===== src/hw/rtl/bps_pkg.sv =====
// Buzzer pattern sequencer: shared types, codes and register reset values.
// No dependencies; bps_cfg_regs, bps_seq and the core import this package.
package bps_pkg;

  localparam int unsigned AddrW = 5;   // five 32-bit registers at 4*i
  localparam int unsigned DataW = 32;
  localparam int unsigned DurW  = 16;

  typedef enum logic [1:0] {
    MODE_QUIET   = 2'd0,
    MODE_STARTUP = 2'd1,
    MODE_WARNING = 2'd2,
    MODE_ALARM   = 2'd3
  } mode_e;

  typedef enum logic [2:0] {
    NOTE_E3 = 3'd0,
    NOTE_B3 = 3'd1,
    NOTE_E4 = 3'd2,
    NOTE_A4 = 3'd3,
    NOTE_F5 = 3'd4
  } note_e;

  typedef enum logic [2:0] {
    REG_STARTUP_NOTE = 3'd0,
    REG_WARN_ON      = 3'd1,
    REG_WARN_OFF     = 3'd2,
    REG_ALARM_ON     = 3'd3,
    REG_ALARM_OFF    = 3'd4
  } reg_idx_e;

  localparam logic [DurW-1:0] StartupNoteRst = 16'd100;
  localparam logic [DurW-1:0] WarnOnRst      = 16'd100;
  localparam logic [DurW-1:0] WarnOffRst     = 16'd1900;
  localparam logic [DurW-1:0] AlarmOnRst     = 16'd150;
  localparam logic [DurW-1:0] AlarmOffRst    = 16'd150;

  // Startup phases 0..2 play notes, 3 is the silent hold.
  localparam logic [1:0] PhaseHold = 2'd3;

  typedef struct packed {
    logic [DurW-1:0] startup_note_ms;
    logic [DurW-1:0] warn_on_ms;
    logic [DurW-1:0] warn_off_ms;
    logic [DurW-1:0] alarm_on_ms;
    logic [DurW-1:0] alarm_off_ms;
  } cfg_t;

  typedef struct packed {
    logic       tone_on;
    logic [2:0] note;
    logic [1:0] active_mode;
  } result_t;

endpackage


===== src/hw/rtl/bps_if.sv =====
// Buzzer pattern sequencer: valid/ready channel interfaces for items in and out.
// Standalone; widths follow the field definitions in bps_pkg.
interface bps_in_if;
  logic       valid;
  logic       ready;
  logic       func;
  logic [1:0] mode;

  modport source (output valid, output func, output mode, input ready);
  modport sink   (input valid, input func, input mode, output ready);
endinterface

interface bps_out_if;
  logic       valid;
  logic       ready;
  logic       tone_on;
  logic [2:0] note;
  logic [1:0] active_mode;

  modport source (output valid, output tone_on, output note, output active_mode, input ready);
  modport sink   (input valid, input tone_on, input note, input active_mode, output ready);
endinterface


===== src/hw/rtl/bps_cfg_regs.sv =====
// Buzzer pattern sequencer: APB-style register file for the five durations.
// Depends on bps_pkg.
module bps_cfg_regs (
  input  logic                        clk_i,
  input  logic                        rst_ni,
  input  logic                        psel,
  input  logic                        penable,
  input  logic                        pwrite,
  input  logic [bps_pkg::AddrW-1:0]   paddr,
  input  logic [bps_pkg::DataW-1:0]   pwdata,
  output logic [bps_pkg::DataW-1:0]   prdata,
  output logic                        pready,
  output bps_pkg::cfg_t               cfg_o
);
  import bps_pkg::*;

  cfg_t     cfg_q, cfg_d;
  reg_idx_e idx;
  logic     wr_en;

  assign idx    = reg_idx_e'(paddr[AddrW-1:2]);
  assign wr_en  = psel & penable & pwrite;
  assign pready = 1'b1;

  always_comb begin
    cfg_d = cfg_q;
    if (wr_en) begin
      case (idx)
        REG_STARTUP_NOTE: cfg_d.startup_note_ms = pwdata[DurW-1:0];
        REG_WARN_ON:      cfg_d.warn_on_ms      = pwdata[DurW-1:0];
        REG_WARN_OFF:     cfg_d.warn_off_ms     = pwdata[DurW-1:0];
        REG_ALARM_ON:     cfg_d.alarm_on_ms     = pwdata[DurW-1:0];
        REG_ALARM_OFF:    cfg_d.alarm_off_ms    = pwdata[DurW-1:0];
        default:          cfg_d = cfg_q;  // unmapped: dropped
      endcase
    end
  end

  always_comb begin
    case (idx)
      REG_STARTUP_NOTE: prdata = {{(DataW-DurW){1'b0}}, cfg_q.startup_note_ms};
      REG_WARN_ON:      prdata = {{(DataW-DurW){1'b0}}, cfg_q.warn_on_ms};
      REG_WARN_OFF:     prdata = {{(DataW-DurW){1'b0}}, cfg_q.warn_off_ms};
      REG_ALARM_ON:     prdata = {{(DataW-DurW){1'b0}}, cfg_q.alarm_on_ms};
      REG_ALARM_OFF:    prdata = {{(DataW-DurW){1'b0}}, cfg_q.alarm_off_ms};
      default:          prdata = '0;
    endcase
  end

  always_ff @(posedge clk_i or negedge rst_ni) begin
    if (!rst_ni) begin
      cfg_q.startup_note_ms <= StartupNoteRst;
      cfg_q.warn_on_ms      <= WarnOnRst;
      cfg_q.warn_off_ms     <= WarnOffRst;
      cfg_q.alarm_on_ms     <= AlarmOnRst;
      cfg_q.alarm_off_ms    <= AlarmOffRst;
    end else begin
      cfg_q <= cfg_d;
    end
  end

  assign cfg_o = cfg_q;

endmodule


===== src/hw/rtl/bps_seq.sv =====
// Buzzer pattern sequencer: pattern state (mode, phase, ms counter, tone) and
// its update per item. Depends on bps_pkg.
module bps_seq (
  input  logic              clk_i,
  input  logic              rst_ni,
  input  logic              step_i,
  input  logic              func_i,
  input  logic [1:0]        mode_i,
  input  bps_pkg::cfg_t     cfg_i,
  output bps_pkg::result_t  res_o
);
  import bps_pkg::*;

  mode_e           mode_q, mode_d, req_mode;
  logic [1:0]      phase_q, phase_d;
  logic [DurW-1:0] cnt_q, cnt_d, cnt_inc, len_raw, len;
  logic            sound_q, sound_d;
  note_e           note_q, note_d;
  logic            timed, phase_end, enter;

  assign req_mode = mode_e'(mode_i);

  // Length of the running phase; zero acts like one tick.
  always_comb begin
    case (mode_q)
      MODE_STARTUP: len_raw = cfg_i.startup_note_ms;
      MODE_WARNING: len_raw = (phase_q == 2'd0) ? cfg_i.warn_on_ms : cfg_i.warn_off_ms;
      MODE_ALARM:   len_raw = (phase_q == 2'd0) ? cfg_i.alarm_on_ms : cfg_i.alarm_off_ms;
      default:      len_raw = '0;
    endcase
  end

  assign len       = (len_raw == '0) ? {{(DurW-1){1'b0}}, 1'b1} : len_raw;
  assign timed     = (mode_q != MODE_QUIET) &&
                     !(mode_q == MODE_STARTUP && phase_q == PhaseHold);
  assign cnt_inc   = cnt_q + 1'b1;
  assign phase_end = (cnt_inc >= len) || (cnt_inc == '0);

  always_comb begin
    mode_d  = mode_q;
    phase_d = phase_q;
    cnt_d   = cnt_q;
    sound_d = sound_q;
    note_d  = note_q;
    enter   = 1'b0;

    if (step_i) begin
      if (func_i) begin
        // warning/alarm re-requests keep the running pattern
        if (!((req_mode == MODE_WARNING || req_mode == MODE_ALARM) && mode_q == req_mode)) begin
          mode_d  = req_mode;
          phase_d = 2'd0;
          enter   = 1'b1;
        end
      end else if (timed) begin
        if (phase_end) begin
          phase_d = (mode_q == MODE_STARTUP) ? phase_q + 2'd1 : {1'b0, ~phase_q[0]};
          enter   = 1'b1;
        end else begin
          cnt_d = cnt_inc;
        end
      end
    end

    if (enter) begin
      cnt_d = '0;
      case (mode_d)
        MODE_STARTUP: begin
          case (phase_d)
            2'd0:    begin note_d = NOTE_E3; sound_d = 1'b1; end
            2'd1:    begin note_d = NOTE_B3; sound_d = 1'b1; end
            2'd2:    begin note_d = NOTE_E4; sound_d = 1'b1; end
            default: sound_d = 1'b0;
          endcase
        end
        MODE_WARNING: begin
          if (phase_d == 2'd0) begin
            note_d  = NOTE_A4;
            sound_d = 1'b1;
          end else begin
            sound_d = 1'b0;
          end
        end
        MODE_ALARM: begin
          if (phase_d == 2'd0) begin
            note_d  = NOTE_F5;
            sound_d = 1'b1;
          end else begin
            sound_d = 1'b0;
          end
        end
        default: sound_d = 1'b0;
      endcase
    end
  end

  always_ff @(posedge clk_i or negedge rst_ni) begin
    if (!rst_ni) begin
      mode_q  <= MODE_QUIET;
      phase_q <= 2'd0;
      cnt_q   <= '0;
      sound_q <= 1'b0;
      note_q  <= NOTE_E3;
    end else begin
      mode_q  <= mode_d;
      phase_q <= phase_d;
      cnt_q   <= cnt_d;
      sound_q <= sound_d;
      note_q  <= note_d;
    end
  end

  assign res_o.tone_on     = sound_d;
  assign res_o.note        = note_d;
  assign res_o.active_mode = mode_d;

  // tone on in warning/alarm must carry that mode's note
  a_warn_note: assert property (@(posedge clk_i) disable iff (!rst_ni)
    (sound_q && mode_q == MODE_WARNING) |-> note_q == NOTE_A4)
    else $error("warning tone with wrong note");
  a_alarm_note: assert property (@(posedge clk_i) disable iff (!rst_ni)
    (sound_q && mode_q == MODE_ALARM) |-> note_q == NOTE_F5)
    else $error("alarm tone with wrong note");
  a_hold_silent: assert property (@(posedge clk_i) disable iff (!rst_ni)
    ((mode_q == MODE_STARTUP && phase_q == PhaseHold) || mode_q == MODE_QUIET)
      |-> !sound_q && cnt_q == '0)
    else $error("idle phase not silent or counter running");
  a_two_phase: assert property (@(posedge clk_i) disable iff (!rst_ni)
    (mode_q == MODE_WARNING || mode_q == MODE_ALARM) |-> !phase_q[1])
    else $error("beep/pause mode left its two phases");

endmodule


===== src/hw/rtl/buzzer_pattern_sequencer_core.sv =====
// Buzzer pattern sequencer top level: input register, pattern state update,
// result register, APB config. Depends on bps_pkg, bps_if, bps_cfg_regs, bps_seq.

// Each input item is either a 1 ms tick (func=0) or a mode request (func=1,
// mode: quiet, startup, warning, alarm), and each produces exactly one result
// item showing tone_on, note and active_mode after that item. Startup plays
// E3, B3, E4 for startup_note_ms ticks each, then holds silent; warning
// loops an A4 beep / pause, alarm an F5 beep / pause, with lengths from the
// duration registers (a zero duration behaves like one tick). Quiet and
// startup requests always restart; a warning or alarm request for the mode
// already running is ignored. The note output keeps the last note while
// silent. Throughput is one item per clock while the output is not stalled:
// an item is captured in the input register, then the pattern state and the
// result register are updated together once the result register can take
// it, and the result item is then valid in the result register.
// A stalled output backs up through both registers before in.ready drops.
// Registers (16 bit, byte address 4*i): 0 startup_note_ms, 1 warn_on_ms,
// 2 warn_off_ms, 3 alarm_on_ms, 4 alarm_off_ms; write only while no item is
// in flight.
module buzzer_pattern_sequencer_core (
  input  logic                       clk_i,
  input  logic                       rst_ni,
  bps_in_if.sink                     in_if,
  bps_out_if.source                  out_if,
  input  logic                       psel,
  input  logic                       penable,
  input  logic                       pwrite,
  input  logic [bps_pkg::AddrW-1:0]  paddr,
  input  logic [bps_pkg::DataW-1:0]  pwdata,
  output logic [bps_pkg::DataW-1:0]  prdata,
  output logic                       pready
);
  import bps_pkg::*;

  cfg_t       cfg;
  result_t    seq_res;

  // input stage
  logic       in_vld_q;
  logic       in_func_q;
  logic [1:0] in_mode_q;
  logic       in_fire, s1_adv;

  // result stage
  logic       out_vld_q;
  result_t    out_q;

  assign s1_adv      = in_vld_q && (!out_vld_q || out_if.ready);
  assign in_if.ready = !in_vld_q || s1_adv;
  assign in_fire     = in_if.valid && in_if.ready;

  always_ff @(posedge clk_i or negedge rst_ni) begin
    if (!rst_ni) begin
      in_vld_q <= 1'b0;
    end else if (in_if.ready) begin
      in_vld_q <= in_if.valid;
    end
  end

  always_ff @(posedge clk_i) begin
    if (in_fire) begin
      in_func_q <= in_if.func;
      in_mode_q <= in_if.mode;
    end
  end

  bps_cfg_regs u_cfg (
    .clk_i   (clk_i),
    .rst_ni  (rst_ni),
    .psel    (psel),
    .penable (penable),
    .pwrite  (pwrite),
    .paddr   (paddr),
    .pwdata  (pwdata),
    .prdata  (prdata),
    .pready  (pready),
    .cfg_o   (cfg)
  );

  // state advances only when the result register can take the item
  bps_seq u_seq (
    .clk_i  (clk_i),
    .rst_ni (rst_ni),
    .step_i (s1_adv),
    .func_i (in_func_q),
    .mode_i (in_mode_q),
    .cfg_i  (cfg),
    .res_o  (seq_res)
  );

  always_ff @(posedge clk_i or negedge rst_ni) begin
    if (!rst_ni) begin
      out_vld_q <= 1'b0;
    end else if (!out_vld_q || out_if.ready) begin
      out_vld_q <= in_vld_q;
    end
  end

  always_ff @(posedge clk_i) begin
    if (s1_adv) begin
      out_q <= seq_res;
    end
  end

  assign out_if.valid       = out_vld_q;
  assign out_if.tone_on     = out_q.tone_on;
  assign out_if.note        = out_q.note;
  assign out_if.active_mode = out_q.active_mode;

  a_quiet_silent: assert property (@(posedge clk_i) disable iff (!rst_ni)
    (out_vld_q && out_q.active_mode == MODE_QUIET) |-> !out_q.tone_on)
    else $error("tone on in quiet mode");
  a_adv_fills_out: assert property (@(posedge clk_i) disable iff (!rst_ni)
    s1_adv |=> out_vld_q && out_q == $past(seq_res))
    else $error("processed item missing from result register");
  a_fire_fills_in: assert property (@(posedge clk_i) disable iff (!rst_ni)
    in_fire |=> in_vld_q)
    else $error("accepted item lost from input register");

endmodule

===== src/flat_wrapper.sv =====
// flat-port wrapper written by rule: the top's interface ports become plain ports
module buzzer_pattern_sequencer_core_flat import bps_pkg::*;
  (clk_i, rst_ni, psel, penable, pwrite, paddr, pwdata, prdata, pready, in_if_valid, in_if_func, in_if_mode, in_if_ready, out_if_valid, out_if_tone_on, out_if_note, out_if_active_mode, out_if_ready);
  bps_in_if in_if_i ();
  bps_out_if out_if_i ();
  input  logic clk_i;
  input  logic rst_ni;
  input  logic psel;
  input  logic penable;
  input  logic pwrite;
  input  logic [bps_pkg::AddrW-1:0] paddr;
  input  logic [bps_pkg::DataW-1:0] pwdata;
  output logic [bps_pkg::DataW-1:0] prdata;
  output logic pready;
  input wire logic [$bits(in_if_i.valid)-1:0] in_if_valid;
  input wire logic [$bits(in_if_i.func)-1:0] in_if_func;
  input wire logic [$bits(in_if_i.mode)-1:0] in_if_mode;
  output wire logic [$bits(in_if_i.ready)-1:0] in_if_ready;
  output wire logic [$bits(out_if_i.valid)-1:0] out_if_valid;
  output wire logic [$bits(out_if_i.tone_on)-1:0] out_if_tone_on;
  output wire logic [$bits(out_if_i.note)-1:0] out_if_note;
  output wire logic [$bits(out_if_i.active_mode)-1:0] out_if_active_mode;
  input wire logic [$bits(out_if_i.ready)-1:0] out_if_ready;
  assign in_if_i.valid = in_if_valid;
  assign in_if_i.func = in_if_func;
  assign in_if_i.mode = in_if_mode;
  assign in_if_ready = in_if_i.ready;
  assign out_if_valid = out_if_i.valid;
  assign out_if_tone_on = out_if_i.tone_on;
  assign out_if_note = out_if_i.note;
  assign out_if_active_mode = out_if_i.active_mode;
  assign out_if_i.ready = out_if_ready;
  buzzer_pattern_sequencer_core u_core (.clk_i(clk_i), .rst_ni(rst_ni), .in_if(in_if_i), .out_if(out_if_i), .psel(psel), .penable(penable), .pwrite(pwrite), .paddr(paddr), .pwdata(pwdata), .prdata(prdata), .pready(pready));
endmodule

===== config.mk =====
export PLATFORM = sky130hd
export DESIGN_NAME = buzzer_pattern_sequencer_core_flat
export DESIGN_NICKNAME = d
export VERILOG_FILES = /design/src/hw/rtl/bps_pkg.sv /design/src/hw/rtl/bps_if.sv /design/src/hw/rtl/bps_cfg_regs.sv /design/src/hw/rtl/bps_seq.sv /design/src/hw/rtl/buzzer_pattern_sequencer_core.sv /design/src/flat_wrapper.sv
export SDC_FILE = /design/constraint.sdc
export NUM_CORES = 1
export LEC_CHECK = 0
export ABC_AREA = 0
export ABC_CLOCK_PERIOD_IN_PS = 4200
export BUFFER_PORTS_ARGS = -buffer_cell sky130_fd_sc_hd__buf_2
export CAP_MARGIN = 25
export CORE_UTILIZATION = 39
export DETAILED_ROUTE_END_ITERATION = 10
export SYNTH_ARGS = -nofsm -noshare
export SYNTH_HDL_FRONTEND = slang
export SYNTH_SLANG_ARGS = --single-unit

===== constraint.sdc =====
create_clock -name clk_i -period 4.2 [get_ports clk_i]
set_input_delay 0.42 -clock clk_i [delete_from_list [all_inputs] [get_ports clk_i]]
set_output_delay 0.42 -clock clk_i [all_outputs]
set_load 0.005 [all_outputs]

* After elaboration in Yosys (flattened, before gate mapping)
Cells that the tools add are included.
Storage, ports and cells: flip-flop bits (word level) 115, bits in latches 0, RAM bits 0, memory bits (read-only) 0, input port bits 47, output and inout port bits 41, word-level logic and storage cells 102, memories 0
Cells by class: $add $sub $neg 2, multiply operators 0, div/mod/pow operators 0, magnitude comparators 1, equality and inequality tests 18, shift-type cells 0, muxes and demuxes 33, bitwise operators 3, reductions and logical operators 28
Operator list (count):
- 16-bit two-way mux | 8
- 16-bit case mux with 5 select lines | 1
- 16-bit case mux with 3 select lines | 1
- 16-bit logical NOT | 2
- 2-bit two-way mux | 9
- 3-bit case mux with 3 select lines | 2
- 16-bit by 1-bit adder with 16-bit output (second input constant) | 1
- 2-bit equality test (second input constant) | 8
- 16-bit greater-or-equal comparator | 1
- 2-bit AND reduction | 5
- 3-bit two-way mux | 3
- 1-bit two-way mux | 8
- 2-bit by 1-bit equality test with 1-bit output (second input constant) | 3
- 3-bit by 2-bit equality test with 1-bit output (second input constant) | 2
- 2-bit nonzero test | 3
- 1-bit logical AND | 5
- 2-bit logical NOT | 2
- 1-bit logical OR | 4
- 4-bit AND reduction | 1
- 3-bit by 1-bit equality test with 1-bit output (second input constant) | 1
- 3-bit equality test (second input constant) | 1
- 1-bit logical NOT | 3
- 3-bit logical NOT | 1
- 3-bit OR reduction | 1
- 8 further kinds | 9

* Longest topological paths before layout
word-level depth 16, gate-level depth with buffers 19

* By module
From an unflattened synthesis, not the netlist that was laid out.
Unflattened totals: cell total of the unflattened synthesis 598, area, all modules 6894.1 µm²
Modules (own cells, without submodules):
- bps_cfg_regs | times used 1, cells each 271, area each 3878.7 µm²
- bps_seq | times used 1, cells each 310, area each 2641.3 µm²
- buzzer_pattern_sequencer_core | times used 1, cells each 17, area each 374.1 µm²

* Worst setup path after synthesis
OpenSTA, ideal clock, no wires.
path type register to register, start point register u_core.u_seq.phase_q[0], end point register u_core.out_q, in the netlist u_core.out_if.note[2], data pin, library setup time 0.273 ns, arrival time 4.285 ns, data required time 3.927 ns, slack -0.357 ns, cell stages (with the launch flop) 18, period minus slack after synthesis 4.557 ns, cells stage by stage dfrtp_1 > inv_1 > ha_1 > buf_1 > buf_1 > mux2_2 > a22oi_1 > nand4_1 > nor4_1 > a221o_1 > ha_1 > nand2b_1 > a2111oi_0 > o41a_1 > a21oi_1 > a21o_2 > a2111oi_0 > o2bb2ai_1
RTL lines:
- start, declared | line bps_seq.sv:15 | logic [1:0] phase_q, phase_d;
- start signal, assigned | line bps_seq.sv:106 | phase_q <= phase_d;
- end signal, assigned | line buzzer_pattern_sequencer_core.sv:101 | out_q <= seq_res;
- end, declared | line buzzer_pattern_sequencer_core.sv:46 | result_t out_q;

==> impl_results.md <==
- Outcome: complete, no violations
- Period minus WS final: 4.18 ns
- Ant diodes: 0
- Clock-pin transition on the worst setup and hold timing paths: 0.05 ns
- GRT Util Overall: 21.2%
- Total number of vias: 5360
- Maximum fanout along the worst path: 6
- Antenna Violating Nets Remaining: 0
- CP delay by family, top: compound AO/OA/AOI/OAI gates
- Hold Path Class: primary input to flop
- Number of synthesized flops with an enable pin: 9
- CTS buffer count: 17
- Filler instances: 1454
- Die width: 133 µm
- Core Util, Final: 51.2%
- Synth Cell Area: 6700 µm²
- CP startpoint: u_core.u_seq.phase_q[1]$_DFF_PN0_
- Endpoints failing hold: 0
- WL per Instance: 19.1 µm
- Initial antenna violation count: 0
- Pins Over Slew Limit: 0
- RSZ-0062 raised after global routing: yes
- Die area: 17700 µm²
- H-tree depth: 4
- Post-Synthesis Cells: 601
- Core region area: 16700 µm²
- HP Start: in_if_func
- Total Nets Final: 782
- Highest-delay cell along the critical path: or4_4
- Setup-failing EPs final: 0
- Fin area: 8540 µm²
- Layout cells sized above 1: 45.9%
- CTS tree: yes
- Starting DRT DRC Count: 281
- Gp weighted congestion: 0.850
- CP cell instances: inv_2 > ha_4 > buf_12 > buf_12 > mux2i_1 > a21oi_1 > a22oi_2 > buf_4 > ha_1 > nand4_1 > or4_4 > o41a_1 > a21oi_2 > a211oi_4 > buf_6 > buf_4 > a2111oi_4 > o2bb2ai_2
- Sequential share of the synthesized area: 44.0%
- Worst skew pair latency: 0.43 ns
- Reg2Reg Setup Slack: 0.02 ns
- TritonRoute pass-1 iters: 5
- Skew final: 0.00857 ns
- Grt ovf: 0
- Worst setup path category: flop to flop
- Reg2reg start: u_core.u_seq.phase_q[1]$_DFF_PN0_
- Routed WL: 18100 µm
- Max VDD drop: 0.349 mV
- CTS Root Cell: clkbuf_16
- Crit path DAT: 4.35 ns
- Ys flop type: dfrtp_1
- WP data required: 4.37 ns
- Top Ports: 88
- FFs w/ async S/R, synth: 92.2%
- Pre-CTS setup slack: -0.295 ns
- Slack of the critical path: 0.0213 ns
- Vias per cell: 5.65
- Largest net degree at the start of global routing: 75
- Leak pwr: 0.00391 µW
- Worst-Margin Slew: 1.09 ns
- CTS max path bufs: 2
- Synth Register Bits: 115
- Crit path capture type: flop
- # DRC: 0
- P&R area growth vs syn: 27.6%
- CP bufs+invs: 6
- Row count: 47
- Largest stage delay, worst path: 0.53 ns
- Startpoint Class: flop
- Hpwl dp: 11600 µm
- Vias in the first global route: 5443
- Initial core utilization: 40.1%
- PwrDens: 493 nW/µm²
- First-pass GRT wire length: 28800 µm
- Clock Sinks: 115
- DP Area: 7550 µm²
- PortBufs: 52
- MaxCap Viol Count: 0
- Overall power: 4210 µW
- Achievable Freq: 0.239 GHz
- Die H: 133 µm
- Fin crit share: 99.5%
- Synth unique cells: 68
- Ys Warns: 0
- Worst rel slew slack: 26.9%
- Syn Area/Cell: 11.1 µm²
final cells by class:
type	count	area [µm²]	share of cell area [%]
clock buffers	24	482	5.64
clock inverters	8	78.8	0.923
inverters	13	48.8	0.571
multi-input cells	436	3740	43.8
flip-flops and latches	115	2950	34.5
well taps	220	275	3.22
repair buffers	132	967	11.3
report_power, final:
group / switching [µW] / internal, µW
logic: 629 / 696
clock network: 515 / 857
registers: 154 / 1360
layer usage:
layer  global-route usage (%)  vias up  share of wire, %
li1                         -     2442                 -
met1                     27.5     2748                45
met2                     34.7      147                50
met3                     3.83       23               3.8
met4                     8.88        0               1.6
met5                        0        -                 0
kinds of logic (layout without fill, tap and decap cells):
family	count (synthesis)	count (layout)	share of synthesized area, %
DFF	115	115	44.0
buffers and inverters	65	177	4.99
muxes	130	130	21.6
and+or+nand+nor	134	134	10.5
adders and majority gates	20	20	3.74
other	2	17	0.112
AOI/OAI and AO/OA	121	121	13.2
xor gates and xnor gates	14	14	1.83
worst paths after layout:
check / end / cells after the start
worst max-delay path: u_core.out_if.note[2]$_DFFE_PP_ / 18
max in group asynchronous: u_core.u_cfg.cfg_o[34]$_DFFE_PN1P_ / 3
worst min register to register: u_core.u_seq.sound_q$_DFF_PN0_ / 2
min in group asynchronous: u_core.u_cfg.cfg_o[43]$_DFFE_PN0P_ / 2
worst max register to register: u_core.out_if.note[2]$_DFFE_PP_ / 18
worst min-delay path: u_core.in_func_q$_DFFE_PP_ / 1
metrics by stage:
step	hold slack [ns]	std cells	setup TNS, ns
after detailed placement	0.480	901	-4.17
after floorplan	0.124	616	0
final	0.169	948	0
after CTS	0.152	942	0
after global placement	0.485	901	-4.06
after global routing	0.154	948	-0.845
Yosys cell counts, types with 7 or more instances:
cell type,instances,area (µm²)
a21oi_1,22,110
a221o_1,16,160
a22oi_1,15,113
a31oi_1,9,56.3
a32o_1,9,90.1
buf_4,17,128
clkbuf_1,20,75.1
dfrtp_1,85,2130
dfstp_2,21,552
edfxtp_1,9,270
ha_1,20,250
inv_1,13,48.8
mux2_2,95,1070
mux2i_1,32,320
nand2_1,31,116
nand3_1,13,65.1
nor2_1,35,131
nor3_1,8,40.0
nor4_1,7,43.8
o21ai_0,23,115
xor2_1,8,70.1
registers in the layout, indices dropped and copies added, names as in the netlist:
name and cells:
u_core.u_cfg.cfg_o 80, u_core.out_if.note 3, u_core.u_seq.note_q 3, u_core.out_if.tone_on 1, u_core.out_if.valid 1, u_core.in_vld_q 1, u_core.u_seq.mode_q 2, u_core.u_seq.sound_q 1
u_core.in_func_q 1, u_core.u_seq.phase_q 2, u_core.u_seq.cnt_q 16, u_core.out_if.active_mode 2, u_core.in_mode_q 2
layout by cell type, fill, tap and decap left out, types with 19 or more instances in the layout:
| master | netlist | layout |
|---|---|---|
| mux2_2 | 95 | 95 |
| dfrtp_1 | 85 | 85 |
| buf_4 | 17 | 71 |
| buf_2 | 5 | 51 |
| nor2_1 | 35 | 35 |
| nand2_1 | 31 | 30 |
| mux2i_1 | 32 | 30 |
| o21ai_0 | 23 | 21 |
| dfstp_2 | 21 | 21 |
| a21oi_1 | 22 | 19 |
repair_timing:
action	in CTS	in global routing
setup buffers	8	7
hold buffers	0	1
pin swaps	19	26
setup endpoints to repair	22	24
gates resized for setup	31	29
gates cloned	2	0
hold endpoints to repair	0	1
No activity file was read; power rests on OpenSTA's default activity.
